`config.mk`:
```
export PLATFORM = sky130hd
export DESIGN_NAME = lru_page_replacement
export DESIGN_NICKNAME = d
export VERILOG_FILES = /design/src/rtl/lrupr_pkg.sv /design/src/rtl/lru_page_replacement.sv /design/src/rtl/lrupr_page_store.sv
export SDC_FILE = /design/constraint.sdc
export NUM_CORES = 1
export LEC_CHECK = 0
export ABC_AREA = 0
export BUFFER_PORTS_ARGS = -buffer_cell sky130_fd_sc_hd__buf_2
export CAP_MARGIN = 10
export CORE_UTILIZATION = 60
export DETAILED_ROUTE_END_ITERATION = 10
export PLACE_DENSITY = 0.89
export SETUP_SLACK_MARGIN = 0.1
export SLEW_MARGIN = 20
export SYNTH_ARGS = -nofsm -noshare
export SYNTH_HDL_FRONTEND = slang
export SYNTH_HIERARCHICAL = 1
export SYNTH_SLANG_ARGS = --single-unit
export TNS_END_PERCENT = 30
```
`constraint.sdc`:
```
create_clock -name aclk -period 4.93 [get_ports aclk]
set_input_delay 0.493 -clock aclk [delete_from_list [all_inputs] [get_ports aclk]]
set_output_delay 0.493 -clock aclk [all_outputs]
set_load 0.01 [all_outputs]
```
`src/rtl/lrupr_pkg.sv`:
```
// ----------------------------------------------------------------------------
// lrupr_pkg
// Shared types and constants for the LRU page replacement block.
// ----------------------------------------------------------------------------
package lrupr_pkg;

    localparam int NUM_FRAMES_DEF = 8;
    localparam int PAGE_BITS_DEF  = 16;

    // fixed field widths of the words on the ports
    localparam int PAGE_W  = 16;
    localparam int FRAME_W = 3;
    localparam int CFG_W   = 4;

    localparam logic [CFG_W-1:0] CFG_RESET = 4'd8;

    typedef struct packed {
        logic [PAGE_W-1:0] page_number;
        logic              new_string;
    } in_word_t;

    typedef struct packed {
        logic               hit;
        logic [FRAME_W-1:0] frame_index;
        logic               evicted_valid;
        logic [PAGE_W-1:0]  evicted_page;
    } out_word_t;

    typedef enum logic [1:0] {
        ST_IDLE,
        ST_SCAN,
        ST_UPDATE
    } state_t;

endpackage

```
`src/rtl/lru_page_replacement.sv`:
```
// ----------------------------------------------------------------------------
// lru_page_replacement
// LRU page replacement over NUM_FRAMES frames, one page reference per word.
// ----------------------------------------------------------------------------
// Flow: an accepted word is scanned over the n frames in use
// (1..NUM_FRAMES), then the update state registers the result word. One
// reference is handled at a time; the update waits while the result is held.
// The frame scan reads one page per cycle through the page store's read port.
// Reset: synchronous active-low aresetn clears all frames and sets the frame
// count to 8; page contents are not cleared.
module lru_page_replacement
    import lrupr_pkg::*;
#(
    parameter int NUM_FRAMES = NUM_FRAMES_DEF,
    parameter int PAGE_BITS  = PAGE_BITS_DEF
) (
    input  logic             aclk,
    input  logic             aresetn,
    input  logic             cfg_wr_en,
    input  logic [CFG_W-1:0] cfg_wr_data,
    input  logic             s_valid,
    output logic             s_ready,
    input  in_word_t         s_data,
    output logic             m_valid,
    input  logic             m_ready,
    output out_word_t        m_data
);

    localparam int IW = $clog2(NUM_FRAMES);
    localparam int CW = $clog2(NUM_FRAMES + 1);
    localparam int RW = IW;
    localparam logic [RW-1:0] RANK_MAX   = RW'(NUM_FRAMES - 1);
    localparam logic [CW-1:0] FRAMES_ALL = CW'(NUM_FRAMES);

    state_t state_reg, state_next;

    logic [CFG_W-1:0]     cfg_reg;
    logic [CW-1:0]        n_act;

    logic [NUM_FRAMES-1:0] valid_reg;
    logic [RW-1:0]         rank_reg [NUM_FRAMES];

    logic [PAGE_BITS-1:0] key_reg;
    logic [PAGE_BITS-1:0] key_in;
    logic [CW-1:0]        idx_reg;
    logic                 cmp_valid_reg;
    logic [IW-1:0]        cmp_idx_reg;

    logic                 hit_reg;
    logic [IW-1:0]        hit_idx_reg;
    logic [RW-1:0]        hit_rank_reg;
    logic                 empty_reg;
    logic [IW-1:0]        empty_idx_reg;
    logic [RW-1:0]        best_rank_reg;
    logic [IW-1:0]        vict_idx_reg;
    logic [PAGE_BITS-1:0] vict_page_reg;

    logic                 m_valid_reg;
    out_word_t            m_data_reg;

    logic                 accept;
    logic                 rd_en;
    logic                 out_free;
    logic                 upd_fire;
    logic                 scan_last;
    logic [PAGE_BITS-1:0] rd_page;
    logic                 match;
    logic                 cur_valid;
    logic [RW-1:0]        cur_rank;
    logic [IW-1:0]        upd_f;
    logic [CW-1:0]        upd_limit;
    logic                 upd_evict;
    logic [FRAME_W-1:0]   upd_fidx;
    logic [PAGE_W-1:0]    upd_evpage;

    // frames in use: zero acts as one, clamp at NUM_FRAMES
    always_comb begin
        if (cfg_reg == '0) begin
            n_act = CW'(1);
        end else if (int'(cfg_reg) > NUM_FRAMES) begin
            n_act = FRAMES_ALL;
        end else begin
            n_act = CW'(cfg_reg);
        end
    end

    always_ff @(posedge aclk) begin
        if (!aresetn) begin
            cfg_reg <= CFG_RESET;
        end else if (cfg_wr_en) begin
            cfg_reg <= cfg_wr_data;
        end
    end

    assign accept    = s_valid && s_ready;
    assign s_ready   = (state_reg == ST_IDLE);
    assign rd_en     = (state_reg == ST_SCAN) && (idx_reg < n_act);
    assign out_free  = !m_valid_reg || m_ready;
    assign upd_fire  = (state_reg == ST_UPDATE) && out_free;
    assign scan_last = cmp_valid_reg && (CW'(cmp_idx_reg) == n_act - CW'(1));
    assign cur_valid = valid_reg[cmp_idx_reg];
    assign cur_rank  = rank_reg[cmp_idx_reg];

    // page key on its low PAGE_BITS bits, zero-extended when wider
    always_comb begin
        key_in = '0;
        for (int b = 0; b < PAGE_BITS; b++) begin
            if (b < PAGE_W) begin
                key_in[b] = s_data.page_number[b % PAGE_W];
            end
        end
    end

    always_ff @(posedge aclk) begin
        if (!aresetn) begin
            state_reg <= ST_IDLE;
        end else begin
            state_reg <= state_next;
        end
    end

    always_comb begin
        state_next = state_reg;
        unique case (state_reg)
            ST_IDLE: begin
                if (accept) begin
                    state_next = ST_SCAN;
                end
            end
            ST_SCAN: begin
                if (scan_last) begin
                    state_next = ST_UPDATE;
                end
            end
            ST_UPDATE: begin
                if (out_free) begin
                    state_next = ST_IDLE;
                end
            end
            default: state_next = ST_IDLE;
        endcase
    end

    lrupr_page_store #(
        .NUM_FRAMES (NUM_FRAMES),
        .PAGE_BITS  (PAGE_BITS)
    ) u_store (
        .aclk    (aclk),
        .rd_en   (rd_en),
        .rd_addr (idx_reg[IW-1:0]),
        .key     (key_reg),
        .wr_en   (upd_fire && !hit_reg),
        .wr_addr (upd_f),
        .wr_data (key_reg),
        .rd_page (rd_page),
        .match   (match)
    );

    // scan pipeline: issue read, then compare in the next cycle
    always_ff @(posedge aclk) begin
        if (!aresetn) begin
            idx_reg       <= '0;
            cmp_valid_reg <= 1'b0;
        end else begin
            cmp_valid_reg <= rd_en;
            if (accept) begin
                idx_reg <= '0;
            end else if (rd_en) begin
                idx_reg <= idx_reg + CW'(1);
            end
        end
    end

    always_ff @(posedge aclk) begin
        if (accept) begin
            key_reg   <= key_in;
            hit_reg   <= 1'b0;
            empty_reg <= 1'b0;
        end
        if (rd_en) begin
            cmp_idx_reg <= idx_reg[IW-1:0];
        end
        if (cmp_valid_reg) begin
            // lowest matching frame wins
            if (cur_valid && match && !hit_reg) begin
                hit_reg      <= 1'b1;
                hit_idx_reg  <= cmp_idx_reg;
                hit_rank_reg <= cur_rank;
            end
            // ascending scan, so the last empty seen is the highest
            if (!cur_valid) begin
                empty_reg     <= 1'b1;
                empty_idx_reg <= cmp_idx_reg;
            end
            // oldest frame, lowest index on a tie
            if (cmp_idx_reg == '0 || cur_rank > best_rank_reg) begin
                best_rank_reg <= cur_rank;
                vict_idx_reg  <= cmp_idx_reg;
                vict_page_reg <= rd_page;
            end
        end
    end

    always_comb begin
        if (hit_reg) begin
            upd_f     = hit_idx_reg;
            upd_limit = CW'(hit_rank_reg);
        end else if (empty_reg) begin
            upd_f     = empty_idx_reg;
            upd_limit = FRAMES_ALL;
        end else begin
            upd_f     = vict_idx_reg;
            upd_limit = CW'(best_rank_reg);
        end
        upd_evict = !hit_reg && !empty_reg;

        upd_fidx = '0;
        for (int b = 0; b < FRAME_W; b++) begin
            if (b < IW) begin
                upd_fidx[b] = upd_f[b % IW];
            end
        end

        upd_evpage = '0;
        for (int b = 0; b < PAGE_W; b++) begin
            if (b < PAGE_BITS && upd_evict) begin
                upd_evpage[b] = vict_page_reg[b % PAGE_BITS];
            end
        end
    end

    // frame valid and age ranks
    always_ff @(posedge aclk) begin
        if (!aresetn) begin
            valid_reg <= '0;
            for (int i = 0; i < NUM_FRAMES; i++) begin
                rank_reg[i] <= '0;
            end
        end else if (accept && s_data.new_string) begin
            valid_reg <= '0;
            for (int i = 0; i < NUM_FRAMES; i++) begin
                rank_reg[i] <= '0;
            end
        end else if (upd_fire) begin
            for (int i = 0; i < NUM_FRAMES; i++) begin
                if (IW'(i) == upd_f) begin
                    rank_reg[i] <= '0;
                end else if (i < int'(n_act) && valid_reg[i]
                             && CW'(rank_reg[i]) < upd_limit
                             && rank_reg[i] != RANK_MAX) begin
                    rank_reg[i] <= rank_reg[i] + RW'(1);
                end
            end
            valid_reg[upd_f] <= 1'b1;
        end
    end

    // result word register
    always_ff @(posedge aclk) begin
        if (!aresetn) begin
            m_valid_reg <= 1'b0;
        end else if (upd_fire) begin
            m_valid_reg <= 1'b1;
        end else if (m_ready) begin
            m_valid_reg <= 1'b0;
        end
    end

    always_ff @(posedge aclk) begin
        if (upd_fire) begin
            m_data_reg.hit           <= hit_reg;
            m_data_reg.frame_index   <= upd_fidx;
            m_data_reg.evicted_valid <= upd_evict;
            m_data_reg.evicted_page  <= upd_evpage;
        end
    end

    assign m_valid = m_valid_reg;
    assign m_data  = m_data_reg;

    a_busy_after_accept : assert property (@(posedge aclk) disable iff (!aresetn)
        accept |=> !s_ready)
        else $error("input accepted while a reference is in progress");

    a_update_issues_word : assert property (@(posedge aclk) disable iff (!aresetn)
        upd_fire |=> m_valid)
        else $error("update finished without a result word");

    a_hit_no_evict : assert property (@(posedge aclk) disable iff (!aresetn)
        m_valid |-> !(m_data.hit && m_data.evicted_valid))
        else $error("hit word reports an eviction");

    a_evict_page_zero : assert property (@(posedge aclk) disable iff (!aresetn)
        (m_valid && !m_data.evicted_valid) |-> (m_data.evicted_page == '0))
        else $error("evicted page nonzero without an eviction");

endmodule

```
`src/rtl/lrupr_page_store.sv`:
```
// ----------------------------------------------------------------------------
// lrupr_page_store
// Page number per frame: one write port, one registered read port, and the
// shared comparator that matches the read page against the lookup key.
// ----------------------------------------------------------------------------
module lrupr_page_store
    import lrupr_pkg::*;
#(
    parameter int NUM_FRAMES = NUM_FRAMES_DEF,
    parameter int PAGE_BITS  = PAGE_BITS_DEF
) (
    input  logic                          aclk,
    input  logic                          rd_en,
    input  logic [$clog2(NUM_FRAMES)-1:0] rd_addr,
    input  logic [PAGE_BITS-1:0]          key,
    input  logic                          wr_en,
    input  logic [$clog2(NUM_FRAMES)-1:0] wr_addr,
    input  logic [PAGE_BITS-1:0]          wr_data,
    output logic [PAGE_BITS-1:0]          rd_page,
    output logic                          match
);

    logic [PAGE_BITS-1:0] mem [NUM_FRAMES];
    logic [PAGE_BITS-1:0] rd_page_reg;

    always_ff @(posedge aclk) begin
        if (wr_en) begin
            mem[wr_addr] <= wr_data;
        end
    end

    always_ff @(posedge aclk) begin
        if (rd_en) begin
            rd_page_reg <= mem[rd_addr];
        end
    end

    assign rd_page = rd_page_reg;
    assign match   = (rd_page_reg == key);

endmodule

```
After elaboration in Yosys (flattened, before gate mapping)
Memories as Yosys holds them, arrays and structs flattened. A register that Yosys moved wholly into a read port is not among the register bits.
Index checks and enable logic that the tools add are counted.
{ "word_totals": {"mem_count": 2, "mem_bits_ro": 0, "ramBits": 152, "reg_bits": 93, "latchBits": 0} }
{ "memory_table": {"columns": ["name", "words", "word_bits", "read_ports", "rd_ports_with_merged_regs", "wr", "line_no", "source"], "rows": [
  ["u_store.mem", 8, 16, 1, 1, 1, "lrupr_page_store.sv:23", "logic [PAGE_BITS-1:0] mem [NUM_FRAMES];"],
  ["rank_reg", 8, 3, 9, 1, 8, "lru_page_replacement.sv:41", "logic [RW-1:0] rank_reg [NUM_FRAMES];"]
]} }
{ "classes": {"multipliers": 0, "n_bitwise": 27, "reduce_logical": 50, "n_mux": 141, "shift": 0, "n_div": 0, "magnitude_cmp": 22, "addsub": 10, "n_eq_ne": 22} }
{ "ops": {"columns": ["operator", "count"], "rows": [
  ["1-bit 2-to-1 mux", 104],
  ["3-bit 2-to-1 mux", 27],
  ["1-bit logical AND", 34],
  ["3-bit by 4-bit < comparator with 1-bit output", 8],
  ["3-bit by 1-bit adder with 3-bit output (second input constant)", 8],
  ["3-bit inequality test (second input constant)", 8],
  ["1-bit bitwise OR", 24],
  ["16-bit == test", 1],
  ["3-bit by 4-bit < comparator with 1-bit output (first input constant)", 4],
  ["4-bit 2-to-1 mux", 4],
  ["3-bit == test (first input constant)", 4],
  ["1-bit by 4-bit < comparator with 1-bit output (first input constant)", 2],
  ["2-bit by 4-bit < comparator with 1-bit output (first input constant)", 2],
  ["3-bit by 4-bit < comparator with 1-bit output (second input constant)", 2],
  ["8-bit bitwise OR", 1],
  ["2-bit by 3-bit == test with 1-bit output (first input constant)", 2],
  ["3-bit zero test", 2],
  ["2-bit 2-to-1 mux", 3],
  ["2-bit one-hot mux with 3 select lines", 1],
  ["2-bit AND reduction", 3],
  ["4-bit by 1-bit adder with 4-bit output (second input constant)", 1],
  ["3-bit by 4-bit == test with 1-bit output", 1],
  ["4-bit greater-than comparator (second input constant)", 1],
  ["4-bit zero test", 1],
  ["18 further kinds", 24]
]} }

Logic depth before layout (Yosys ltp)
Gate-level depths: netlist of the first run.
{ "depth": {"ltp_word": 14, "mapped_depth": 11} }

Cells and area by module
The synthesis of the first run kept the hierarchy.
{ "by_module_without_submodules": {"columns": ["module", "n_inst", "cells_per_inst", "area_per_inst_um2"], "rows": [
  ["lrupr_page_store", 1, 235, 5625.4],
  ["lru_page_replacement", 1, 407, 5571.6]
]} }

Worst setup path after synthesis of the first run
No wires, ideal clock.
{ "synth_path": {"kind": "reg2reg", "start": "reg (tool-made name)", "end": "reg best_rank_reg[0], enable pin", "arrival_time_ns": 2.600, "path_stages_with_launch": 9, "period_less_slack_ns": 2.980, "slack_ns": 1.950, "n_path_buf": 1, "cell_sequence": "dfxtp_1 -> clkbuf_1 -> mux4_2 -> mux2_2 -> ha_1 -> a21o_1 -> a21oi_1 -> a31oi_1 -> o21a_1"} }
{ "synth_lines": {"columns": ["item", "line_no", "source"], "rows": [
  ["end signal: assignment", "lru_page_replacement.sv:197", "best_rank_reg <= cur_rank;"],
  ["end: declaration", "lru_page_replacement.sv:54", "logic [RW-1:0] best_rank_reg;"]
]} }

Worst setup path after layout of the first run
{ "layout_path": {"start": "reg empty_reg", "end": "mem u_store/mem[5][10] (netlist name), enable pin"} }
{ "layout_between": {"elab_chain_len": 2} }
{ "layout_rtl": {"columns": ["item", "line_no", "source"], "rows": [
  ["start: declaration", "lru_page_replacement.sv:52", "logic empty_reg;"],
  ["start signal: assignment", "lru_page_replacement.sv:178", "empty_reg <= 1'b0;"],
  ["start signal: assignment", "lru_page_replacement.sv:192", "empty_reg <= 1'b1;"],
  ["3-bit 2-to-1 mux", "lru_page_replacement.sv:208", "end else if (empty_reg) begin"],
  ["3-bit 2-to-1 mux", "lru_page_replacement.sv:205", "if (hit_reg) begin"],
  ["named net upd_f[1]", "lru_page_replacement.sv:70", "logic [IW-1:0] upd_f;"],
  ["end: declaration", "lrupr_page_store.sv:23", null]
]} }
The timed path passes the listed nets, and every way through them passes these cells.

==> results of run 1 <==
==> how the worst min path moves through the flow <==
stage	from	to	slack, ps	cells after the start
floorplan	hit_reg$_DFF_P_	m_data[20]$_DFFE_PP_	400	0
finish	s_data[9]	key_reg[8]$_DFFE_PP_	120	1
detailed placement	valid_reg[5]$_SDFFE_PP0P_	valid_reg[5]$_SDFFE_PP0P_	470	2
global route	s_data[5]	key_reg[4]$_DFFE_PP_	100	1
global placement	valid_reg[5]$_SDFFE_PP0P_	valid_reg[5]$_SDFFE_PP0P_	450	2
CTS	s_data[4]	key_reg[3]$_DFFE_PP_	100	1
==> power breakdown <==
| group | total, uW | switching [uW] | leakage [uW] | internal [uW] |
|---|---|---|---|---|
| Combinational | 278 | 155 | 0.00162 | 123 |
| Sequential | 2560 | 70.3 | 0.00241 | 2490 |
| Clock | 2020 | 846 | 0.000439 | 1170 |
| Total | 4860 | 1070 | 0.00447 | 3790 |
==> layout by cell type (no fill, tap or decap), types with 11 or more instances in the layout <==
| cell type | count |
|---|---|
| inv_1 | 12 |
| edfxtp_1 | 239 |
| mux2i_1 | 11 |
| xnor2_1 | 20 |
| buf_2 | 48 |
| a21oi_1 | 13 |
| nand2b_1 | 11 |
| and2_1 | 35 |
| mux2_2 | 21 |
| mux4_2 | 12 |
| ha_1 | 42 |
| nor3_1 | 11 |
| buf_4 | 12 |
| clkbuf_16 | 27 |
| nand2_1 | 20 |
| mux4_1 | 28 |
| dfxtp_1 | 24 |
| nor2_1 | 26 |
==> per-stage QoR <==
step	instances	total power, uW	instance area [um2]
global route	960	4990	12600
detailed placement	911	2880	11700
CTS	960	4880	12600
global placement	911	2860	11700
floorplan	642	2780	11200
finish	960	4860	12600
==> per-layer routing <==
metal	global-route usage	vias to the layer above	wire (um)
met5	0	-	0
met4	0.113	0	732
met3	0.0435	65	1800
met2	0.432	281	12000
met1	0.323	3089	9020
li1	-	2701	-
==> layout make-up <==
cell class / count / area share
timing repair buffer: 60 / 0.0262
inverter: 13 / 0.00387
sequential: 264 / 0.609
multi-input combinational: 345 / 0.268
clock buffer: 30 / 0.0545
tap: 229 / 0.0227
clock inverter: 19 / 0.0157
==> critical path: stages (launching register included) <==
cell and delay (ps):
dfxtp_1 550, mux2i_1 300, o21a_1 510, clkinv_1 620, nand2b_1 350, nor2_1 620, buf_4 340
==> logic make-up (layout without fill, tap and decap cells) <==
| family | Yosys count | in the layout |
|---|---|---|
| muxes | 72 | 72 |
| buffers and inverters | 33 | 122 |
| DFF | 264 | 264 |
| xor gates and xnor gates | 21 | 21 |
| AOI/OAI and AO/OA | 71 | 71 |
| and+or+nand+nor | 139 | 139 |
| adders and majority gates | 42 | 42 |
==> results.yml, run 1 <==
clock_tree:
  cts_setup_buffers: 0
  tritoncts: "done"
  clock_latency_ps: 550
  root_buffer: "clkbuf_16"
  cts_buffers: 27
  clkSinkCount: 264
  cts_hold_buf: 0
  cts_resized: 0
  ctsHtreeMaxLevel: 1
  path_clk_slew_ps: 60
  cts_buffer_depth: 3
logic_synthesis:
  synth_compound_area_frac: 0.0472
  synth_area_leaders: "edfxtp_1 (64%), mux4_1 (6.6%), ha_1 (4.7%)"
  synth-simple-area-share: 0.0683
  synth.top_cell.area_share: 0.641
  yosysMostFrequentCell: "edfxtp_1"
  synth-adder-area-share: 0.0469
  synthArstFlopShare: 0
  synth_edf_count: 239
  ys_dominant_reg_cell: "edfxtp_1"
  ys_warn_count: 6
  synth_top_family_by_area: "multiplexers"
  muxShareOfSynthArea: 0.121
  syn_area_mm2: 0.0112
  ys_types: 59
  yosys.area.top_type: "edfxtp_1"
  yosysSeqAreaShare: 0.686
  ys_top_cells_by_count: "edfxtp_1 (239), ha_1 (42), and2_1 (35)"
  synthXorXnorAreaFrac: 0.0164
  netlist_instances: 642
  synth-seq-cells: 264
  avgSynthCellArea_um2: 17.4
  syn-num-nets: 710
global_route:
  grt_pass1_wl_um: 36100
  grt_max_degree: 39
  grtUsageTotal: 0.253
  grt_overflow: 0
  grt_pass1_vias: 6401
  antenna_found_initial: 0
timing:
  tightest_slew_ps: 1040
  slew_viol_final: 0
  whs_ps: 120
  fmax_mhz: 277
  relSlewSlack: 0.305
  fin_ws_ps: 1320
  skew_ps: 8.76
  setup_viol: 0
  fin_setup_tns_ps: 0
  hold_viol: 0
  min_period_ps: 3610
  rsz0062_at_grt: "no"
  finalCritPeriodShare: 0.732
job:
  maxCapViolations: 0
routing:
  viasPerCell: 6.39
  drt-initial-drc-count: 523
  wl_per_cell_um: 24.5
  vias: 6136
  drt-total-wl_um: 23600
  drc: 4
  drt-pass1-iter-count: 8
  detail-route-antenna-nets: 0
final_layout:
  antennaDiodeCount: 0
  multiInputGateArea_mm2: 0.00337
  final_util: 0.695
  drive_gt1_frac: 0.204
  n_fill_cell: 1066
  layout.area.seq_mm2: 0.00768
  largest_reg_flops: 128
  final_nets: 779
  area_growth_pct: 12.6
setup_path:
  r2r_start: "empty_reg$_DFF_P_"
  crit_arrival_ps: 3850
  crit_start: "empty_reg$_DFF_P_"
  worstSetupEndpointType: "register"
  rrSetupSlack_ps: 1320
  r2r-end: "u_store/mem[5][10]$_DFFE_PP_"
  crit_required_ps: 5170
  crit_type: "reg2reg"
  worstRegToRegCells: 6
  start_kind: "register"
  cp-endpoint: "u_store/mem[5][10]$_DFFE_PP_"
  critPathMaxFanout: 13
min_path:
  hold_class: "in2reg"
floorplanning:
  start_util: 0.617
  core_area_mm2: 0.0181
  die_x_um: 139
  die_y_um: 139
  ios: 49
  rows: 49
  dieArea_mm2: 0.0192
run_status:
  violations: "design-rule violations"
  status: "finished with violations"
power_and_ir_drop:
  ir_drop_v: 0.000404
  powerDensity_mw_per_mm2: 386
  power_leakage_uw: 0.00447
place:
  dp_hpwl_um: 14400
  pre_cts_ws_ps: 1330
  port_buffers: 48
  gp_congestion: 0.905
Note: power is estimated with default switching activity, not from simulation.
==> run 2, diff against run 1 <==
==> constraint.sdc (replaced) <==
create_clock -name aclk -period 3.8 [get_ports aclk]
set_input_delay 0.38 -clock aclk [delete_from_list [all_inputs] [get_ports aclk]]
set_output_delay 0.38 -clock aclk [all_outputs]
set_load 0.01 [all_outputs]
==> results.yml, run 2 (synthesized netlist as in run 1, its figures left out) <==
global_route:
  grt_pass1_vias: 6515
  grtUsageTotal: 0.256
  grt_max_degree: 39
  grt_overflow: 0
  grt_pass1_wl_um: 36400
  antenna_found_initial: 0
clock_tree:
  clock_latency_ps: 540
  cts_buffers: 25
  path_clk_slew_ps: 60
  tritoncts: "done"
  cts_resized: 0
  clkSinkCount: 264
  cts_buffer_depth: 3
  cts_hold_buf: 0
  cts_setup_buffers: 0
  ctsHtreeMaxLevel: 1
  root_buffer: "clkbuf_16"
timing:
  skew_ps: 22.7
  tightest_slew_ps: 894
  slew_viol_final: 0
  fin_setup_tns_ps: 0
  rsz0062_at_grt: "no"
  relSlewSlack: 0.404
  fmax_mhz: 326
  setup_viol: 0
  min_period_ps: 3070
  hold_viol: 0
  fin_ws_ps: 730
  whs_ps: 20.9
  finalCritPeriodShare: 0.808
job:
  maxCapViolations: 0
min_path:
  hold_class: "in2reg"
  min-delay-start: "s_data[10]"
final_layout:
  n_fill_cell: 1066
  drive_gt1_frac: 0.207
  final_cell_mix: "edfxtp_1 (239), buf_2 (48), ha_1 (42)"
  area_growth_pct: 12.9
  final_util: 0.697
  multiInputGateArea_mm2: 0.00338
  final_nets: 782
  final_common_cell: "edfxtp_1"
  antennaDiodeCount: 0
  layout.area.seq_mm2: 0.00768
  largest_reg_flops: 128
place:
  pre_cts_ws_ps: 646
  dp_hpwl_um: 14400
  gp_congestion: 0.865
  port_buffers: 48
routing:
  detail-route-antenna-nets: 0
  viasPerCell: 6.52
  drt-initial-drc-count: 594
  drt-pass1-iter-count: 8
  drt-total-wl_um: 23700
  vias: 6270
  drc: 8
  wl_per_cell_um: 24.7
floorplanning:
  rows: 49
  ios: 49
  die_y_um: 139
  core_area_mm2: 0.0181
  dieArea_mm2: 0.0192
  start_util: 0.617
  die_x_um: 139
power_and_ir_drop:
  power.internal_uw: 4990
  combPwrFrac: 0.057
  power_leakage_uw: 0.00448
  power.share.sequential: 0.526
  switching_share: 0.210
  p_switching_uw: 1330
  powerDensity_mw_per_mm2: 500
  power_uw: 6320
  ir_drop_v: 0.000412
  clock_power_share: 0.417
run_status:
  status: "finished with violations"
  violations: "design-rule violations"
setup_path:
  critPathMaxFanout: 19
  crit_required_ps: 4000
  worstSetupEndpointType: "register"
  crit_arrival_ps: 3270
  start_kind: "register"
  crit_type: "reg2reg"
run 2: cell types whose count changed in the layout (fill, tap and decap cells not counted), moves of 2 or more:
cell       delta
bufinv_16     +2
clkinv_2      -4
buf_4         +5
clkbuf_16     -2
nor3_2        +2
clkbuf_8      +2
run 2: cell type report:
class                           instances  share of cell area
Sequential cell                       264               0.607
Multi-Input combinational cell        345               0.267
Clock buffer                           30              0.0525
Timing Repair Buffer                   65              0.0291
Tap cell                              229              0.0227
Clock inverter                         16              0.0174
Inverter                               13             0.00386
run 2: critical path, cell delays in order, from the launching register on:
cell     delay (ps)
dfxtp_1         560
mux4_2          570
mux2_2          310
ha_1            310
a21o_1          120
a21oi_1          60
a31oi_1         220
o21a_1          270
buf_4           320
run 2: path summary, 6_finish.rpt:
kind                                                   end  slack [ps]  depth (start not counted)
worst max-delay path            vict_page_reg[0]$_DFFE_PP_         730                          8
worst min-delay path                  key_reg[9]$_DFFE_PP_          20                          1
worst max register to register  vict_page_reg[0]$_DFFE_PP_         730                          8
worst min register to register  vict_page_reg[4]$_DFFE_PP_         470                          0
run 2: power groups by stage:
stage	Sequential, uW	Combinational (uW)	Clock (uW)
floorplan	3340	277	0
global placement	3380	329	0
detailed placement	3380	350	0
CTS	3320	357	2660
global route	3330	391	2780
finish	3320	362	2630
run 2: metrics by stage:
stage	instance area, um2	std cells
floorplan	11200	642
global placement	11700	916
detailed placement	11700	916
CTS	12600	962
global route	12600	962
finish	12600	962
run 2: metal layers:
metal,GRT usage,part of all wire,up-vias
li1,-,-,2716
met2,0.425,0.49,366
met1,0.324,0.37,3104
met4,0.129,0.042,0
met5,0,0,-
met3,0.0497,0.091,84
==> run 3, diff against run 2 <==
--- a/config.mk
+++ b/config.mk
@@ -8,9 +8,9 @@
 export ABC_AREA = 0
 export BUFFER_PORTS_ARGS = -buffer_cell sky130_fd_sc_hd__buf_2
 export CAP_MARGIN = 10
-export CORE_UTILIZATION = 60
+export CORE_UTILIZATION = 55
 export DETAILED_ROUTE_END_ITERATION = 10
-export PLACE_DENSITY = 0.89
+export PLACE_DENSITY = 0.86
 export SETUP_SLACK_MARGIN = 0.1
 export SLEW_MARGIN = 20
 export SYNTH_ARGS = -nofsm -noshare
==> constraint.sdc (replaced) <==
create_clock -name aclk -period 2.55 [get_ports aclk]
set_input_delay 0.255 -clock aclk [delete_from_list [all_inputs] [get_ports aclk]]
set_output_delay 0.255 -clock aclk [all_outputs]
set_load 0.01 [all_outputs]
==> results.yml, run 3 (synthesized netlist as in run 1, its figures left out) <==
timing:
  rsz0062_at_grt: "yes"
  tightest_slew_ps: 523
  setup_viol: 0
  finalCritPeriodShare: 0.976
  relSlewSlack: 0.642
  slew_viol_final: 0
  skew_ps: 20.6
  fmax_mhz: 402
  min_period_ps: 2490
  hold_viol: 0
floorplanning:
  dieArea_mm2: 0.0209
  die_x_um: 145
  die_y_um: 145
  core_area_mm2: 0.0197
  ios: 49
  rows: 51
  start_util: 0.568
setup_path:
  crit_type: "reg2reg"
  critPathMaxFanout: 7
  crit_start: "rank_reg[2][1]$_SDFFCE_PN0P_"
  crit_required_ps: 2800
  crit_arrival_ps: 2740
  start_kind: "register"
  worst_path_largest_cell_delay_ps: 470
  crit_buf_inv: 1
  worstPathCellList: "mux4_2, mux2_4, ha_4, a21o_1, a21oi_2, a31oi_1, o21a_4, clkbuf_16"
  critPathSlowestCell: "mux4_2"
  path_delay_family: "multiplexers"
  worstSetupEndpointType: "register"
  r2r_start: "rank_reg[2][1]$_SDFFCE_PN0P_"
routing:
  detail-route-antenna-nets: 0
  wl_per_cell_um: 22.9
  drt-total-wl_um: 24200
  vias: 6305
  highest_layer: "met4"
  met1_length_um: 9990
  drc: 0
  drt-pass1-iter-count: 5
  dr_wl_met2_um: 11900
  route.met3.wl_um: 1510
  drt-initial-drc-count: 466
  viasPerCell: 5.98
clock_tree:
  tritoncts: "done"
  cts_buffers: 26
  clock_latency_ps: 550
  ctsHtreeMaxLevel: 1
  clkSinkCount: 264
  cts_buffer_depth: 3
  path_clk_slew_ps: 60
  root_buffer: "clkbuf_16"
power_and_ir_drop:
  power.internal_uw: 7450
  powerDensity_mw_per_mm2: 711
  power.share.sequential: 0.519
  combPwrFrac: 0.074
  power_leakage_uw: 0.00479
  clock_power_share: 0.407
  switching_share: 0.216
  p_switching_uw: 2060
  ir_drop_v: 0.000767
global_route:
  grt_pass1_vias: 6437
  grt_pass1_wl_um: 36800
  grt_overflow: 0
  grtUsageTotal: 0.243
  grt_max_degree: 38
  antenna_found_initial: 0
final_layout:
  final_util: 0.678
  drive_gt1_frac: 0.261
  largest_reg_flops: 128
  final_cell_mix: "edfxtp_1 (239), buf_2 (48), buf_4 (48)"
  design_area_mm2: 0.0134
  final_nets: 842
  antennaDiodeCount: 0
  final_common_cell: "edfxtp_1"
  area_growth_pct: 19.5
place:
  port_buffers: 48
  gp_congestion: 0.896
  dp_hpwl_um: 14900
  placed_area_mm2: 0.0121
job:
  maxCapViolations: 0
min_path:
  min-delay-start: "cfg_wr_en"
  hold_class: "in2reg"
run_status:
  status: "completed"
==> run 3: per-layer routing <==
layer	GRT usage	vias up
li1	-	2829
met1	0.325	3168
met2	0.402	250
met3	0.0428	58
met4	0.0864	0
met5	0	-
==> run 3: timing repair <==
action,CTS,global route
hold endpoints to repair,21,0
cloned,0,1
setup buffers,5,2
pin swaps,1,5
hold buffers,23,0
setup endpoints to repair,30,39
gates resized for setup,8,12
==> run 3: power by group through the flow <==
stage | combinational [uW] | sequential (uW) | clock, uW
finish | 706 | 4930 | 3860
global route | 766 | 4950 | 4070
CTS | 673 | 4930 | 3910
detailed placement | 625 | 5030 | 0
global placement | 600 | 5020 | 0
floorplan | 427 | 4970 | 0
==> run 3: path summary, 6_finish.rpt <==
| path | endpoint | slack (ps) | depth (start not counted) |
|---|---|---|---|
| hold / removal | cfg_reg[2]$_SDFFE_PN0P_ | 50 | 3 |
| setup / recovery | vict_page_reg[1]$_DFFE_PP_ | 60 | 8 |
| hold reg to reg | idx_reg[3]$_SDFFE_PP0P_ | 500 | 2 |
| setup reg to reg | vict_page_reg[1]$_DFFE_PP_ | 60 | 8 |
==> run 3: cell type report <==
type                    count  area, um2
multi-input cells         345       3520
inverters                  13       51.3
fillers                  1215       6340
well taps                 265        332
repair buffers            124        927
clock inverters            14        198
flip-flops and latches    264       7690
clock buffers              30        666
==> run 3: worst register-to-register path: stages (launching register included) <==
cell	delay, ps
edfxtp_1	430
mux4_2	470
mux2_4	310
ha_4	270
a21o_1	120
a21oi_2	50
a31oi_1	180
o21a_4	210
clkbuf_16	160
==> run 3: per-stage QoR <==
step	total power (uW)	setup WS, ps	std cells	TNS (ps)	hold WS, ps
6_report	9510	61.1	1055	0	51.5
5_1_grt	9780	-17.1	1055	-144	64.9
4_1_cts	9510	90.9	1052	0	32.6
3_5_place_dp	5650	-152	980	-1160	434
3_3_place_gp	5610	-17.1	980	-51.2	431
2_1_floorplan	5400	-36.4	642	-1220	354
